File: src/sv/thmt_pkg.sv
`timescale 1ns / 1ps
// Shared types, codes and CRC helper for the two-way hashed exact-match table.
// Used by thmt_hash_pipe and two_way_hashed_exact_match_table_core.
package thmt_pkg;

  localparam int KEY_FIELD_W    = 64;
  localparam int HANDLE_FIELD_W = 16;
  localparam int TOTAL_W        = 12;
  localparam int CRC_W          = 32;
  localparam int STEP_BITS      = 8;
  localparam int HASH_STAGES    = KEY_FIELD_W / STEP_BITS;

  localparam int DEF_KEY_WIDTH    = 64;
  localparam int DEF_LOG_BUCKETS  = 10;
  localparam int DEF_HANDLE_WIDTH = 16;

  localparam logic [31:0] POLY0_RESET = 32'h04C1_1DB7;
  localparam logic [31:0] POLY1_RESET = 32'h1EDC_6F41;
  localparam logic [3:0]  LG_RESET    = 4'd10;

  typedef enum logic [1:0] {
    OP_LOOKUP = 2'd0,
    OP_INSERT = 2'd1,
    OP_DELETE = 2'd2
  } op_e;

  typedef enum logic [1:0] {
    ST_OK   = 2'd0,
    ST_MISS = 2'd1,
    ST_FULL = 2'd2,
    ST_WILD = 2'd3
  } status_e;

  typedef enum logic [1:0] {
    REG_POLY0 = 2'd0,
    REG_POLY1 = 2'd1,
    REG_LG0   = 2'd2,
    REG_LG1   = 2'd3
  } reg_e;

  typedef struct packed {
    logic [1:0]                op;
    logic [KEY_FIELD_W-1:0]    flow_key;
    logic                      has_wildcards;
    logic [HANDLE_FIELD_W-1:0] flow_handle;
  } item_t;

  typedef struct packed {
    logic [1:0]                status;
    logic                      hit_table;
    logic [HANDLE_FIELD_W-1:0] found_handle;
    logic [1:0]                deleted_count;
    logic [TOTAL_W-1:0]        flow_total;
  } result_t;

  function automatic logic [CRC_W-1:0] crc_step(input logic [CRC_W-1:0] crc,
                                                input logic [STEP_BITS-1:0] data,
                                                input logic [CRC_W-1:0] poly);
    logic [CRC_W-1:0] c;
    logic             top;
    c = crc;
    for (int i = STEP_BITS - 1; i >= 0; i--) begin
      top = c[CRC_W-1] ^ data[i];
      c   = {c[CRC_W-2:0], 1'b0};
      if (top) begin
        c = c ^ poly;
      end
    end
    return c;
  endfunction

endpackage

File: src/sv/thmt_hash_pipe.sv
`timescale 1ns / 1ps
// Pipelined 32-bit CRC (zero initial value, no reflection) of the key under two polynomials, one key byte per stage.
// Depends on thmt_pkg.
module thmt_hash_pipe (
  input  logic                        clk_i,
  input  logic                        rst_ni,
  input  logic                        en_i,
  input  logic                        valid_i,
  input  thmt_pkg::item_t             item_i,
  input  logic [thmt_pkg::CRC_W-1:0]  poly0_i,
  input  logic [thmt_pkg::CRC_W-1:0]  poly1_i,
  output logic                        valid_o,
  output thmt_pkg::item_t             item_o,
  output logic [thmt_pkg::CRC_W-1:0]  crc0_o,
  output logic [thmt_pkg::CRC_W-1:0]  crc1_o
);
  import thmt_pkg::*;

  logic [HASH_STAGES-1:0] vld_q;
  item_t                  itm_q [HASH_STAGES];
  logic [CRC_W-1:0]       c0_q  [HASH_STAGES];
  logic [CRC_W-1:0]       c1_q  [HASH_STAGES];

  always_ff @(posedge clk_i or negedge rst_ni) begin
    if (!rst_ni) begin
      vld_q <= '0;
    end else if (en_i) begin
      vld_q <= {vld_q[HASH_STAGES-2:0], valid_i};
    end
  end

  always_ff @(posedge clk_i) begin
    if (en_i) begin
      itm_q[0] <= item_i;
      c0_q[0]  <= crc_step('0, item_i.flow_key[KEY_FIELD_W-1 -: STEP_BITS], poly0_i);
      c1_q[0]  <= crc_step('0, item_i.flow_key[KEY_FIELD_W-1 -: STEP_BITS], poly1_i);
      for (int s = 1; s < HASH_STAGES; s++) begin
        itm_q[s] <= itm_q[s-1];
        c0_q[s]  <= crc_step(c0_q[s-1],
                             itm_q[s-1].flow_key[KEY_FIELD_W-1-STEP_BITS*s -: STEP_BITS],
                             poly0_i);
        c1_q[s]  <= crc_step(c1_q[s-1],
                             itm_q[s-1].flow_key[KEY_FIELD_W-1-STEP_BITS*s -: STEP_BITS],
                             poly1_i);
      end
    end
  end

  assign valid_o = vld_q[HASH_STAGES-1];
  assign item_o  = itm_q[HASH_STAGES-1];
  assign crc0_o  = c0_q[HASH_STAGES-1];
  assign crc1_o  = c1_q[HASH_STAGES-1];

endmodule

File: config.mk
export PLATFORM = sky130hd
export DESIGN_NAME = thmt_hash_pipe
export DESIGN_NICKNAME = d
export VERILOG_FILES = /design/src/sv/thmt_pkg.sv /design/src/sv/thmt_hash_pipe.sv
export SDC_FILE = /design/constraint.sdc
export NUM_CORES = 2
export LEC_CHECK = 0
export BUFFER_PORTS_ARGS = -buffer_cell sky130_fd_sc_hd__buf_4
export CORE_MARGIN = 2
export CORE_UTILIZATION = 59
export CTS_BUF_LIST = sky130_fd_sc_hd__clkbuf_8 sky130_fd_sc_hd__clkbuf_16
export DETAILED_ROUTE_END_ITERATION = 10
export GPL_TIMING_DRIVEN = 0
export MAX_ROUTING_LAYER = met4
export PLACE_DENSITY = 0.82
export SLEW_MARGIN = 20
export SYNTH_ARGS = -nofsm -noshare
export SYNTH_HDL_FRONTEND = slang
export SYNTH_SLANG_ARGS = --single-unit
File: constraint.sdc
create_clock -name clk_i -period 3.95 [get_ports clk_i]
set_clock_uncertainty 0.15 [all_clocks]
set_input_delay 0.1975 -clock clk_i [delete_from_list [all_inputs] [get_ports clk_i]]
set_output_delay 0.1975 -clock clk_i [all_outputs]
set_load 0.02 [all_outputs]
==> results of run 1 <==
==> timing repair <==
item                                    CTS
setup endpoints to repair               512
gates resized for setup                1249
gates cloned                              8
buffers inserted                        224
hold buffers                            163
endpoints found under the hold margin   194
pin swaps                               193
==> through the flow <==
| step | instance area [um2] | TNS, ns | util | hold slack, ns | setup slack (ns) |
|---|---|---|---|---|---|
| after floorplan | 106000 | -23.71 | - | -0.2481 | -0.1384 |
| after global placement | 111000 | - | 0.6296 | -0.1363 | -8.115 |
| after detailed placement | 111400 | -1321.14 | 0.6319 | -0.1255 | -3.595 |
| after CTS | 125600 | -311.68 | 0.7122 | 0.01136 | -0.7930 |
==> synth_stat cells, types with 20 or more instances <==
cell       number  area share
and2_1         48      0.0029
nand4_1        25      0.0015
and3_1        167       0.010
clkbuf_1      710       0.025
nor3b_1        23      0.0016
o2111ai_1      32      0.0027
o22ai_1       168       0.010
inv_1          36      0.0013
o21ai_0       368       0.018
mux2i_1        48      0.0046
a21o_1        150       0.011
a31oi_1        60      0.0036
a2111oi_0      21      0.0018
a32o_1         20      0.0019
a211oi_1       40      0.0029
nor3_1        101      0.0048
or3_1          39      0.0023
or4_1          29      0.0021
buf_2         155      0.0074
xor2_1        355       0.030
nand3_1       151      0.0072
xnor2_2        21      0.0033
a311oi_1       20      0.0017
edfxtp_1     1176        0.34
a22oi_2        20      0.0024
buf_4         162       0.012
nand2_1      3509        0.13
a32oi_1        35      0.0029
a21oi_1       331       0.016
o211ai_1       30      0.0021
nor2_1        267      0.0096
buf_1         278       0.010
o31ai_1       134      0.0096
xnor2_1      3302        0.28
or2_2          41      0.0024
==> cells by family after synthesis <==
family	count (synthesis)	synth area share
AOI/OAI and AO/OA	1675	0.1083
xor gates and xnor gates	3702	0.3130
buffers and inverters	1353	0.05667
DFF	1184	0.3388
muxes	70	0.006983
and+or+nand+nor	4486	0.1763
==> metal layers <==
metal,track usage,GRT overflow
met1,0.6893,0
met2,0.8534,1
met3,0.4158,0
met4,0.6255,5
met5,-,-
==> metrics.md, run 1 <==
| Metric | Value |
|---|---|
| Routability congestion estimate from global placement | 1.223 |
| Synthesis-stage register bit count | 1184 |
| EDFF count, synth | 1176 |
| Nets in the synthesized netlist | 12621 |
| Global-route wire length before repair | 830200 um |
| Count of H-tree levels built during CTS | 4 |
| Yosys warnings | 0 |
| Number of buffers created by CTS | 132 |
| Core Rows | 154 |
| Maximum clock insertion buffer count | 3 |
| Cells after Synth | 12470 |
| Horiz. Die Dim | 425.5 um |
| Share of the yosys chip area belonging to registers | 0.3388 |
| Detailed-placement wirelength estimate | 390200 um |
| Height of the die | 425.5 um |
| Top_reg_cell synth | edfxtp_1 |
| Synthesized area per cell | 8.406 um2 |
| Error text reported by the tool | [ERROR GRT-0116] Global routing finished with congestion. Check the congestion regions in the DRC Viewer. |
| Last stage | global routing |
| Syn Std Cell Area | 0.1048 mm2 |
| Total GRT Usage | 0.6679 |
| Status | stopped before the end |
| Fraction of registers with async set/reset | 0.006757 |
| Leftover overflow at the end of global routing | 6 |
| Ports | 299 |
| Count of clock tree sinks | 1184 |
| Clock tree root driver cell | clkbuf_16 |
| Unique masters post-synth | 92 |
| Number of buffers added on ports | 281 |
| Cell count after placement | 15103 |
| Via count of the first global-routing pass | 108665 |
| Starting Density | 0.5945 |
| Largest net degree at the start of global routing | 182 |
==> run 2: changes to the inputs <==
CORE_UTILIZATION = 40   (was 59)
CTS_BUF_LIST = default   (was sky130_fd_sc_hd__clkbuf_8 sky130_fd_sc_hd__clkbuf_16)
MAX_ROUTING_LAYER = default   (was met4)
PLACE_DENSITY = default   (was 0.82)
PLACE_DENSITY_LB_ADDON = 0.15   (was default)
clock period = 5.1 ns   (was 3.95 ns; I/O delays follow)
==> metrics.md, run 2 <==
| Metric | Value |
|---|---|
| Clock Latency Late Sink | 0.89 ns |
| Clock tree root driver cell | clkbuf_16 |
| Post-Route Utilization | 0.4817 |
| Ports | 299 (unchanged) |
| Slew HR | 0.09829 |
| Status | finished, violations left |
| Mean number of vias per cell | 5.981 |
| Yosys top cell area share | 0.3369 (unchanged) |
| Dominant combinational cell family by area after synthesis | XOR/XNOR gates |
| Max-cap violation count | 0 |
| Count of fill cells added during filler insertion | 25039 |
| Vias | 100810 |
| Crit start category | primary input |
| Area of the die | 0.2662 mm2 |
| Height of the die | 515.9 um (+21%) |
| Largest registers | itm_q (664), c0_q (256), c1_q (256) |
| Routed length per placed instance | 35.96 um |
| Share of the clock period used by the worst path | 1.052 |
| Antenna viol nets, final | 0 |
| Final number of hold-violating endpoints | 0 |
| Antenna violations before repair | 47 |
| Iter 0 DRT Violations | 13944 |
| Unrepaired setup endpoints after global routing | true |
| Synthesis-stage register bit count | 1184 (unchanged) |
| Share of the yosys chip area belonging to registers | 0.3388 (unchanged) |
| Total wire length after detailed routing | 606000 um |
| Share of cell area taken by muxes after synthesis | 0.006983 (unchanged) |
| Top_reg_cell synth | edfxtp_1 |
| Core Rows | 187 (+21%) |
| Clock tree from TritonCTS | done |
| Final net count | 13364 |
| Violated checks | negative setup slack |
| Largest net degree at the start of global routing | 144 |
| Number of buffers created by CTS | 145 (+9.8%) |
| Synthesized area per cell | 8.406 um2 (unchanged) |
| Horiz. Die Dim | 515.9 um (+21%) |
| Most frequent cells after synthesis | nand2_1 (3509), xnor2_1 (3302), edfxtp_1 (1176) |
| Max FFs per register | 664 |
| Syn Std Cell Area | 0.1048 mm2 (unchanged) |
| Fraction of the mapped netlist area in compound gates | 0.1083 (unchanged) |
| Fraction of registers with async set/reset | 0.006757 (unchanged) |
| Most frequent standard cell in the layout excluding fill and tap cells | nand2_1 |
| Number of search-and-repair iterations in the first detailed-routing pass | 8 |
| Most common cell in the synthesized netlist | nand2_1 |
| Total of endpoints with negative setup slack in the final report | 47 |
| Cell count after placement | 16283 (+7.8%) |
| Synth Area in Adders | 0 (unchanged) |
| Global-route wire length before repair | 805800 um |
| Number of buffers added on ports | 281 (unchanged) |
| Fraction of the mapped netlist area in simple logic gates | 0.1763 (unchanged) |
| Slew at the pin closest to its max-slew limit | 1.353 ns |
| Top cell type by total area after synthesis | edfxtp_1 |
| Post-route minimum period | 5.366 ns |
| Placement-stage cell area | 0.1123 mm2 (+0.81%) |
| Most flop-heavy register | itm_q |
| Final Hold Slack | 0.02345 ns |
| Maximum clock insertion buffer count | 4 (+1) |
| Final Slew Violations | 0 |
| EDFF count, synth | 1176 (unchanged) |
| Data arrival time at the worst-slack endpoint | 5.87 ns |
| Placeable Area | 0.2602 mm2 |
| Kind of capture point of the worst setup path | flop |
| Maximum fanout along the worst path | 10 |
| Path category of the worst min-delay check | primary input to flop |
| Count of H-tree levels built during CTS | 4 (unchanged) |
| Layout overhead on the synthesized area | 19.56% |
| Xor and xnor area share after synthesis | 0.3130 (unchanged) |
| Count of clock tree sinks | 1184 (unchanged) |
| Summed area of non-filler cells in the final layout | 0.1253 mm2 |
| Routability congestion estimate from global placement | 1.051 (-14%) |
| Leftover overflow at the end of global routing | 0 |
| Maximum clock frequency | 186.4 MHz |
| Fraction of final layout cells sized beyond drive strength 1 | 0.1447 |
| Synth area leaders | edfxtp_1 (34%), xnor2_1 (28%), nand2_1 (13%) |
| Clock input transition at the sequential cells of the worst setup and hold paths | 0.06 ns |
| Crit path required time | 5.61 ns |
| Via count of the first global-routing pass | 94238 |
| Most frequent cells in the layout | nand2_1 (3505), xnor2_1 (3105), edfxtp_1 (1176) |
| DRC violation count after routing | 0 |
| Starting Density | 0.4029 (-0.1917) |
| Type of the worst setup path | primary input to flop |
| Unique masters post-synth | 92 (unchanged) |
| Nets in the synthesized netlist | 12621 (unchanged) |
| Number of non-filler instances in the completed layout | 16854 |
| Yosys warnings | 0 (unchanged) |
| Total GRT Usage | 0.4419 |
| Cells after Synth | 12470 (unchanged) |
| Detailed-placement wirelength estimate | 452700 um (+16%) |
| Worst path setup slack after routing | -0.2657 ns |
run 2: cell counts after synthesis:
No cell type changed its count.
run 2: through the flow:
stage	setup TNS [ns]	worst slack [ns]
global placement	-9589.98	-7.972
floorplan	0	0.8041
CTS	-0.04800	-0.03751
detailed placement	-974.67	-2.979
finish	-3.193	-0.2657
global route	-0.08743	-0.01508
run 2: final cells by class:
| cell class | instances | area, um2 | area share |
|---|---|---|---|
| diodes | 38 | 95.09 | 0.0007587 |
| plain buffers | 1304 | 7234 | 0.05772 |
| clock buffers | 167 | 3732 | 0.02978 |
| clock inverters | 87 | 978.4 | 0.007807 |
| inverters | 40 | 150.1 | 0.001198 |
| multi-input cells | 9933 | 67390 | 0.5377 |
| flip-flops and latches | 1184 | 35510 | 0.2834 |
| well taps | 3496 | 4374 | 0.03490 |
| repair buffers | 605 | 5858 | 0.04674 |
run 2: cell families (layout without fill, tap and decap cells):
group                     after synthesis  after routing
and+or+nand+nor                      4486           4486
xor gates and xnor gates             3702           3702
AOI/OAI and AO/OA                    1675           1675
buffers and inverters                1353           2203
DFF                                  1184           1184
muxes                                  70             70
other                                   0             38
run 2: path summary, 6_finish.rpt:
kind	start	end	slack, ns	cells after the start
max	poly0_i[31]	c0_q[0][113]	-0.27	16
min	item_i[56]	itm_q[0][56]	0.02	2
max reg2reg	itm_q[0][297]	c0_q[1][16]	-0.18	14
min reg2reg	itm_q[0][274]	itm_q[1][25]	0.23	0
max in group asynchronous	rst_ni	vld_q[1]	4.31	3
min in group asynchronous	rst_ni	vld_q[5]	0.24	3
run 2: routing by layer:
metal / track usage / wire (um) / vias to the layer above
met4: 0.3944 / 66390 / 18
met1: 0.5249 / 220000 / 49015
met2: 0.6474 / 251600 / 7045
met3: 0.1280 / 67810 / 2147
li1: - / - / 42585
met5: 0 / 282 / -
run 2: repair_timing:
| action | in CTS | in global routing |
|---|---|---|
| hold endpoints to repair | 192 | 0 |
| pin swaps | 55 | 64 |
| hold buffers | 143 | 0 |
| resized for setup | 854 | 374 |
| buffers inserted | 95 | 50 |
| endpoints found under the setup margin | 512 | 445 |
run 2: critical path: stages:
cell	delay (ns)
buf_4	0.15
buf_2	0.25
buf_2	0.34
clkbuf_1	0.56
nand2_1	0.46
o22ai_1	0.30
a311oi_1	0.09
xnor2_1	0.37
clkbuf_4	0.54
clkbuf_4	0.49
nand2_1	0.12
xnor2_1	0.74
xnor2_1	0.32
xnor2_1	0.36
xnor2_1	0.13
xnor2_1	0.32
Power of run 2 is left out: the tool's default activity adds up to more than one toggle a clock period on the data nets, which glitch-free logic cannot reach.
